File: config.mk
export PLATFORM = sky130hd
export DESIGN_NAME = line_sensor_centroid_top
export DESIGN_NICKNAME = d
export VERILOG_FILES = /design/src/rtl/lsc_pkg.sv /design/src/rtl/lsc_acc_cell.sv /design/src/rtl/lsc_div_cell.sv /design/src/rtl/line_sensor_centroid_top.sv
export SDC_FILE = /design/constraint.sdc
export NUM_CORES = 2
export LEC_CHECK = 0
export BUFFER_PORTS_ARGS = -buffer_cell sky130_fd_sc_hd__buf_2
export CAP_MARGIN = 30
export CORE_MARGIN = 2
export CORE_UTILIZATION = 40
export DETAILED_ROUTE_END_ITERATION = 8
export PLACE_DENSITY = 0.65
export SYNTH_ARGS = -nofsm -noshare
export SYNTH_HDL_FRONTEND = slang
export SYNTH_SLANG_ARGS = --single-unit
export TNS_END_PERCENT = 100
File: constraint.sdc
create_clock -name clk -period 6.4 [get_ports clk]
set_input_delay 1.6 -clock clk [delete_from_list [all_inputs] [get_ports clk]]
set_output_delay 1.6 -clock clk [all_outputs]
set_load 0.01 [all_outputs]
File: src/rtl/lsc_pkg.sv
// ----------------------------------------------------------------------------
// lsc_pkg
// Shared constants, widths and beat types for the line sensor centroid block.
// ----------------------------------------------------------------------------
`default_nettype none

package lsc_pkg;

	localparam int NUM_PROBES = 16;
	localparam int FRAC_BITS  = 8;

	localparam int NUM_WORDS  = 8;
	localparam int WORD_W     = 16;
	localparam int PROBE_W    = 8;
	localparam int POS_W      = 15;

	// probes that both exist in the scan and are enabled
	localparam int PROBES_USED = (NUM_PROBES < 2 * NUM_WORDS) ? NUM_PROBES : 2 * NUM_WORDS;

	localparam int PROBE_MAX = (1 << PROBE_W) - 1;
	localparam int SUM_W     = $clog2(PROBES_USED * PROBE_MAX + 1);
	localparam int WGT_W     = $clog2((PROBES_USED * (PROBES_USED - 1) / 2) * PROBE_MAX + 1);
	localparam int Q_W       = $clog2(((PROBES_USED - 1) << FRAC_BITS) + 1);
	localparam int DIV_W     = WGT_W + FRAC_BITS;
	localparam int IDX_W     = $clog2(NUM_WORDS);
	localparam int PRB_W     = $clog2(2 * NUM_WORDS);

	localparam logic [PRB_W:0] PROBE_LIM = (PRB_W + 1)'(PROBES_USED);

	localparam int NO_LINE_CODE = 100;
	localparam logic [POS_W-1:0] NO_LINE_POS = POS_W'(NO_LINE_CODE << FRAC_BITS);

	localparam int NOISE_FLOOR_RESET = 5;

	// register map
	localparam int ADDR_W = 2;
	localparam logic [ADDR_W-1:0] REG_NOISE_FLOOR = 2'd0;

	typedef logic [NUM_WORDS-1:0][WORD_W-1:0] words_t;

	typedef struct packed {
		logic [WORD_W-1:0] word0;
		logic [WORD_W-1:0] word1;
		logic [WORD_W-1:0] word2;
		logic [WORD_W-1:0] word3;
		logic [WORD_W-1:0] word4;
		logic [WORD_W-1:0] word5;
		logic [WORD_W-1:0] word6;
		logic [WORD_W-1:0] word7;
	} in_t;

	typedef struct packed {
		logic [POS_W-1:0] position;
		logic             line_found;
	} out_t;

	// accumulator chain payload: words not yet consumed sit at the bottom
	typedef struct packed {
		words_t           words;
		logic [WGT_W-1:0] wgt;
		logic [SUM_W-1:0] sum;
	} acc_t;

	// divider chain payload
	typedef struct packed {
		logic [SUM_W-1:0] rem;
		logic [Q_W-1:0]   low;
		logic [Q_W-1:0]   quo;
		logic [SUM_W-1:0] dvs;
		logic             found;
	} div_t;

endpackage

`default_nettype wire

File: src/rtl/lsc_acc_cell.sv
// ----------------------------------------------------------------------------
// lsc_acc_cell
// One accumulator cell: thresholds the two probes of the bottom word and adds
// them into the running weighted and plain sums.
// ----------------------------------------------------------------------------
`default_nettype none

module lsc_acc_cell (
	input  wire logic                       clk,
	input  wire logic                       arst_n,
	input  wire logic [lsc_pkg::IDX_W-1:0]  idx,
	input  wire logic [lsc_pkg::PROBE_W-1:0] noise_floor,
	input  wire logic                       up_valid,
	output logic                            up_ready,
	input  wire lsc_pkg::acc_t              up_data,
	output logic                            dn_valid,
	input  wire logic                       dn_ready,
	output lsc_pkg::acc_t                   dn_data
);

	logic                          valid_q;
	lsc_pkg::acc_t                 data_q;
	lsc_pkg::acc_t                 nxt;
	logic [lsc_pkg::WORD_W-1:0]    word;
	logic [lsc_pkg::PROBE_W-1:0]   v0;
	logic [lsc_pkg::PROBE_W-1:0]   v1;
	logic [lsc_pkg::PRB_W-1:0]     k0;
	logic [lsc_pkg::PRB_W-1:0]     k1;

	assign up_ready = !valid_q || dn_ready;
	assign dn_valid = valid_q;
	assign dn_data  = data_q;

	always_comb begin
		word = up_data.words[0];
		k0   = {idx, 1'b0};
		k1   = {idx, 1'b1};
		v0   = (word[lsc_pkg::PROBE_W-1:0] > noise_floor &&
			{1'b0, k0} < lsc_pkg::PROBE_LIM) ? word[lsc_pkg::PROBE_W-1:0] : '0;
		v1   = (word[lsc_pkg::WORD_W-1:lsc_pkg::PROBE_W] > noise_floor &&
			{1'b0, k1} < lsc_pkg::PROBE_LIM) ? word[lsc_pkg::WORD_W-1:lsc_pkg::PROBE_W] : '0;

		nxt.words = {{lsc_pkg::WORD_W{1'b0}}, up_data.words[lsc_pkg::NUM_WORDS-1:1]};
		nxt.wgt   = up_data.wgt
			+ lsc_pkg::WGT_W'(k0) * lsc_pkg::WGT_W'(v0)
			+ lsc_pkg::WGT_W'(k1) * lsc_pkg::WGT_W'(v1);
		nxt.sum   = up_data.sum
			+ lsc_pkg::SUM_W'(v0)
			+ lsc_pkg::SUM_W'(v1);
	end

	always_ff @(posedge clk or negedge arst_n) begin
		if (!arst_n) begin
			valid_q <= 1'b0;
		end else if (up_ready) begin
			valid_q <= up_valid;
		end
	end

	always_ff @(posedge clk) begin
		if (up_ready && up_valid) begin
			data_q <= nxt;
		end
	end

endmodule

`default_nettype wire

File: src/rtl/lsc_div_cell.sv
// ----------------------------------------------------------------------------
// lsc_div_cell
// One restoring-division cell: brings in the next dividend bit, subtracts the
// divisor when it fits and shifts one quotient bit in.
// ----------------------------------------------------------------------------
`default_nettype none

module lsc_div_cell (
	input  wire logic          clk,
	input  wire logic          arst_n,
	input  wire logic          up_valid,
	output logic               up_ready,
	input  wire lsc_pkg::div_t up_data,
	output logic               dn_valid,
	input  wire logic          dn_ready,
	output lsc_pkg::div_t      dn_data
);

	logic                        valid_q;
	lsc_pkg::div_t               data_q;
	lsc_pkg::div_t               nxt;
	logic [lsc_pkg::SUM_W:0]     trial;
	logic [lsc_pkg::SUM_W:0]     diff;
	logic                        ge;

	assign up_ready = !valid_q || dn_ready;
	assign dn_valid = valid_q;
	assign dn_data  = data_q;

	always_comb begin
		trial = {up_data.rem, up_data.low[lsc_pkg::Q_W-1]};
		diff  = trial - {1'b0, up_data.dvs};
		ge    = trial >= {1'b0, up_data.dvs};

		nxt       = up_data;
		nxt.rem   = ge ? diff[lsc_pkg::SUM_W-1:0] : trial[lsc_pkg::SUM_W-1:0];
		nxt.low   = {up_data.low[lsc_pkg::Q_W-2:0], 1'b0};
		nxt.quo   = {up_data.quo[lsc_pkg::Q_W-2:0], ge};
	end

	always_ff @(posedge clk or negedge arst_n) begin
		if (!arst_n) begin
			valid_q <= 1'b0;
		end else if (up_ready) begin
			valid_q <= up_valid;
		end
	end

	always_ff @(posedge clk) begin
		if (up_ready && up_valid) begin
			data_q <= nxt;
		end
	end

endmodule

`default_nettype wire

File: src/rtl/line_sensor_centroid_top.sv
// ----------------------------------------------------------------------------
// line_sensor_centroid_top
// Weighted-centroid line position from one 16-probe scan.
// ----------------------------------------------------------------------------
// Usage:
//   in_data carries one scan (eight words, two 8-bit probes each) and is
//   taken when in_valid is high and in_stall is low. out_data carries the
//   centroid in Q.8 and line_found; it is taken when out_valid is high and
//   out_stall is low. Each scan yields exactly one result beat.
//   Probes at or below noise_floor (APB register at address 0) count as zero.
//   Throughput: one scan per cycle while out_stall stays low. Each scan passes
//   through eight accumulator cells, one per input word, then twelve divider
//   cells, one per quotient bit, then the output register; the first cell
//   loads at the accepting edge.
//   Each cell has its own valid bit, so a stalled receiver only backs up the
//   chain once the cells behind the output register are full; empty cells
//   keep taking scans until then. in_stall rises once the whole chain is full.
//   When no probe survives the floor the result is 100.0 with line_found low.
//   Reset empties the chain and sets noise_floor to 5.
// ----------------------------------------------------------------------------
`default_nettype none

module line_sensor_centroid_top (
	input  wire logic                        clk,
	input  wire logic                        arst_n,
	input  wire logic                        psel,
	input  wire logic                        penable,
	input  wire logic                        pwrite,
	input  wire logic [lsc_pkg::ADDR_W-1:0]  paddr,
	input  wire logic [31:0]                 pwdata,
	output logic [31:0]                      prdata,
	output logic                             pready,
	input  wire logic                        in_valid,
	output logic                             in_stall,
	input  wire lsc_pkg::in_t                in_data,
	output logic                             out_valid,
	input  wire logic                        out_stall,
	output lsc_pkg::out_t                    out_data
);

	logic [lsc_pkg::PROBE_W-1:0] noise_floor_q;

	logic          acc_valid [lsc_pkg::NUM_WORDS+1];
	logic          acc_ready [lsc_pkg::NUM_WORDS+1];
	lsc_pkg::acc_t acc_data  [lsc_pkg::NUM_WORDS+1];

	logic          div_valid [lsc_pkg::Q_W+1];
	logic          div_ready [lsc_pkg::Q_W+1];
	lsc_pkg::div_t div_data  [lsc_pkg::Q_W+1];

	logic [lsc_pkg::DIV_W-1:0] dividend;
	logic                      out_valid_q;
	lsc_pkg::out_t             out_q;
	lsc_pkg::out_t             out_nxt;

	// configuration
	assign pready = 1'b1;
	assign prdata = (paddr == lsc_pkg::REG_NOISE_FLOOR) ? 32'(noise_floor_q) : '0;

	always_ff @(posedge clk or negedge arst_n) begin
		if (!arst_n) begin
			noise_floor_q <= lsc_pkg::PROBE_W'(lsc_pkg::NOISE_FLOOR_RESET);
		end else if (psel && penable && pwrite && pready &&
			paddr == lsc_pkg::REG_NOISE_FLOOR) begin
			noise_floor_q <= pwdata[lsc_pkg::PROBE_W-1:0];
		end
	end

	// accumulator chain
	assign acc_valid[0]      = in_valid;
	assign in_stall          = !acc_ready[0];
	assign acc_data[0].words = {in_data.word7, in_data.word6, in_data.word5, in_data.word4,
		in_data.word3, in_data.word2, in_data.word1, in_data.word0};
	assign acc_data[0].wgt   = '0;
	assign acc_data[0].sum   = '0;

	for (genvar g = 0; g < lsc_pkg::NUM_WORDS; g++) begin : g_acc
		lsc_acc_cell u_cell (
			.clk         (clk),
			.arst_n      (arst_n),
			.idx         (lsc_pkg::IDX_W'(g)),
			.noise_floor (noise_floor_q),
			.up_valid    (acc_valid[g]),
			.up_ready    (acc_ready[g]),
			.up_data     (acc_data[g]),
			.dn_valid    (acc_valid[g+1]),
			.dn_ready    (acc_ready[g+1]),
			.dn_data     (acc_data[g+1])
		);
	end

	// divider chain: quotient of (wgt << FRAC_BITS) / sum always fits Q_W bits
	assign dividend           = {acc_data[lsc_pkg::NUM_WORDS].wgt, {lsc_pkg::FRAC_BITS{1'b0}}};
	assign div_valid[0]       = acc_valid[lsc_pkg::NUM_WORDS];
	assign acc_ready[lsc_pkg::NUM_WORDS] = div_ready[0];
	assign div_data[0].rem    = lsc_pkg::SUM_W'(dividend >> lsc_pkg::Q_W);
	assign div_data[0].low    = dividend[lsc_pkg::Q_W-1:0];
	assign div_data[0].quo    = '0;
	assign div_data[0].dvs    = acc_data[lsc_pkg::NUM_WORDS].sum;
	assign div_data[0].found  = acc_data[lsc_pkg::NUM_WORDS].sum != '0;

	for (genvar g = 0; g < lsc_pkg::Q_W; g++) begin : g_div
		lsc_div_cell u_cell (
			.clk      (clk),
			.arst_n   (arst_n),
			.up_valid (div_valid[g]),
			.up_ready (div_ready[g]),
			.up_data  (div_data[g]),
			.dn_valid (div_valid[g+1]),
			.dn_ready (div_ready[g+1]),
			.dn_data  (div_data[g+1])
		);
	end

	// output register
	assign div_ready[lsc_pkg::Q_W] = !out_valid_q || !out_stall;

	always_comb begin
		out_nxt.line_found = div_data[lsc_pkg::Q_W].found;
		out_nxt.position   = div_data[lsc_pkg::Q_W].found ?
			lsc_pkg::POS_W'(div_data[lsc_pkg::Q_W].quo) : lsc_pkg::NO_LINE_POS;
	end

	always_ff @(posedge clk or negedge arst_n) begin
		if (!arst_n) begin
			out_valid_q <= 1'b0;
		end else if (div_ready[lsc_pkg::Q_W]) begin
			out_valid_q <= div_valid[lsc_pkg::Q_W];
		end
	end

	always_ff @(posedge clk) begin
		if (div_ready[lsc_pkg::Q_W] && div_valid[lsc_pkg::Q_W]) begin
			out_q <= out_nxt;
		end
	end

	assign out_valid = out_valid_q;
	assign out_data  = out_q;

endmodule

`default_nettype wire

==> results.cfg <==
[outcome]
outcome = complete, but fails checks
violations = setup timing

[final_layout]
fin_cells = 6905
nFillCells = 12700
area_growth_pct = 16.3
drive_gt1_share_pct = 17.1
final_nets = 5846
final_area_sq_um = 67500

[clock_network]
cts.sinks = 1047
clkTransAtPathRegs_ns = 0.06
hold_buffers = 0
worst_skew_pair.late_latency_ns = 0.76
htreeDepth = 3
clockBufferDepth = 3
tritoncts = yes
cts_made_buffers = 110
root_buffer = clkbuf_16

[die]
rows = 139
core-area_sq_um = 144000
fp.dieArea_sq_um = 148000
io_pins = 220
die_height_microns = 385
start_util_pct = 40.4
die_x_microns = 385

[grt]
grt_pass1_vias = 34600
overflow = 0
antenna_found_initial = 0
grt_max_degree = 118
grt_pass1_wl_microns = 180000
grt_use_total_pct = 15.4

[setup_path]
cp-start-kind = register
critPathMaxFanout = 8
required_ns = 6.85
critPathCaptureType = register
crit_type = register to register
rrSetupSlack_ns = -0.12
critPathArrivalTime_ns = 6.96

[synth]
synth_cell_types = 72
synth-seq-area-share_pct = 53.9
ys_warn_count = 0
synth_area_leaders = edfxtp_1 53%, ha_1 12%, fa_1 7.1%
ys_ff_latch = 1047
postSynthCellCount = 4462
synth_edf_count = 1018
syn_avg_cell_area_sq_um = 13.0
synthMostInstantiatedCell = edfxtp_1
synth-main-ff-cell = edfxtp_1
synth_top_area_share_pct = 52.7
async_flop_share_pct = 2.77
syn-cell-area_sq_um = 58100
synth_top_cell_by_area = edfxtp_1
ys_top_cells_by_count = 1018 x edfxtp_1, 651 x inv_1, 564 x ha_1, 207 x fa_1, 196 x a21oi_1

[pwr]
p_sw_w = 0.0142
seqPwrFrac_pct = 29.1
peakVddDrop_mv = 0.462
power-per-cell-area_nw_per_um2 = 569
p_leak_nw = 28.7
p_int_w = 0.0242
combPwrFrac_pct = 53.8
power.total_w = 0.0384
clockPowerShare_pct = 17.0
swShare_pct = 37.0

[drt]
ant_nets = 0
wl_per_cell_microns = 16.4
wl_microns = 113000
drc = 0
dr.pass1.iters = 7
drt_iter0_markers = 1601
via_per_inst = 4.91
vias = 33900

[sta]
fin_crit_ns = 6.52
slew-limit-headroom_pct = 35.5
skew_ns = 0.0677
finalHoldViolCount = 0
fmax_mhz = 153
slew_viol_final = 0
rsz0062_at_grt = true
worst_slack_ns = -0.115
setup_tns_ns = -0.486
finalSetupViolCount = 6
worstMarginPinSlew_ns = 0.968
fin_crit_sh_pct = 102

[place]
dp_hpwl_microns = 85600
placed_area_sq_um = 62400
portBuffers = 169
dp_cells = 6661
gp_congestion = 0.876

[worst_hold_path]
hold_class = register to register

[flow_run]
max-cap-violations = 0
sequential cells by signal (all words and copies together) (netlist names):
| register | cells |
|---|---|
| g_div.u_cell.dn_valid | 12 |
| g_acc.u_cell.dn_data | 644 |
| out_valid | 1 |
| noise_floor_q | 8 |
| out_data | 14 |
| g_div.u_cell.dn_data | 360 |
| g_acc.u_cell.dn_valid | 8 |
layout make-up:
cell class,count,area [sq um],area share (%)
well taps,1903,2380,3.53
flip-flops and latches,1047,31300,46.4
diodes,1,2.50,0.00371
repair buffers,367,2500,3.70
inverters,651,2450,3.63
clock buffers,137,2930,4.35
multi-input cells,2729,25100,37.2
clock inverters,70,857,1.27
final timing paths:
check	startpoint	to	depth (start not counted)
worst max-delay path	noise_floor_q[2]	g_acc[5].u_cell.dn_data[26]	27
worst min-delay path	g_acc[1].u_cell.dn_data[67]	g_acc[2].u_cell.dn_data[51]	0
worst max register to register	noise_floor_q[2]	g_acc[5].u_cell.dn_data[26]	27
worst min register to register	g_acc[1].u_cell.dn_data[67]	g_acc[2].u_cell.dn_data[51]	0
max in group asynchronous	arst_n	noise_floor_q[4]	1
min in group asynchronous	arst_n	g_div[2].u_cell.dn_valid	1
repair_timing:
action,CTS,global route
resized for setup,73,153
setup endpoints to repair,19,25
setup buffers,20,21
pin swaps,71,82
cloned,0,0
through the flow:
step | setup slack, ns | util [%] | hold WS (ns)
floorplan | 0.0239 | - | 0.400
global placement | -0.382 | 43.3 | 0.400
detailed placement | -0.450 | 43.4 | 0.405
CTS | -0.0123 | 46.4 | 0.385
global route | -0.412 | 46.9 | 0.400
finish | -0.115 | 46.9 | 0.384
worst max-delay path, cell delays in order, from the launching register on:
cell        delay [ns]
dfstp_2           0.56
clkinvlp_4        0.12
buf_12            0.15
ha_4              0.21
and3_4            0.16
a221o_1           0.35
a221oi_4          0.34
a31oi_4           0.12
buf_6             0.17
nand2_4           0.07
inv_4             0.05
ha_4              0.27
ha_4              0.19
a21o_1            0.18
a21oi_4           0.17
buf_6             0.12
xnor2_2           0.10
fa_1              0.46
fa_1              0.54
inv_2             0.04
fa_1              0.59
ha_4              0.22
or3_4             0.36
o21ai_2           0.07
a21oi_2           0.06
a211oi_2          0.29
a21oi_2           0.09
xor2_1            0.14
placed cells by master (no fill, tap or decap), drive strengths merged, types with 71 or more instances in the layout:
cell / Yosys / layout
and2: 77 / 77
and3: 85 / 85
nor2: 184 / 184
nand3: 75 / 75
a21oi: 201 / 201
nor2b: 95 / 95
ha: 564 / 564
mux2: 102 / 102
o21ai: 129 / 129
clkbuf: 19 / 137
fa: 207 / 207
o21a: 71 / 71
inv: 651 / 656
edfxtp: 1018 / 1018
nand2: 150 / 150
a21o: 85 / 85
buf: 40 / 367
xnor2: 172 / 172
cells by family (layout without fill, tap and decap cells):
kind of cell / count (synthesis) / in the layout / share of synthesized area, %
flops: 1047 / 1047 / 53.9
simple gates: 879 / 879 / 7.81
fa+ha+maj: 771 / 771 / 19.3
buf+inv: 710 / 1225 / 4.86
compound gates: 686 / 686 / 7.94
xor+xnor: 240 / 240 / 3.62
mux: 127 / 127 / 2.55
other cells: 2 / 27 / 0.0129
per-layer routing:
metal  global-route usage (%)  up-vias  share of wire, %
met5                        0        -                 0
met4                     5.05        0               3.2
met3                     2.74      213               4.3
met2                     27.0      598                49
met1                     19.2    16300                43
li1                         -    16700                 -
power groups by stage:
stage          sequential, W  clock, W  combinational, W
3_5_place_dp          0.0114         0            0.0187
6_report              0.0112   0.00655            0.0207
3_3_place_gp          0.0113         0            0.0184
4_1_cts               0.0112   0.00674            0.0195
5_1_grt               0.0114   0.00700            0.0233
2_1_floorplan         0.0110         0            0.0141
(Power assumes the default switching activity.)
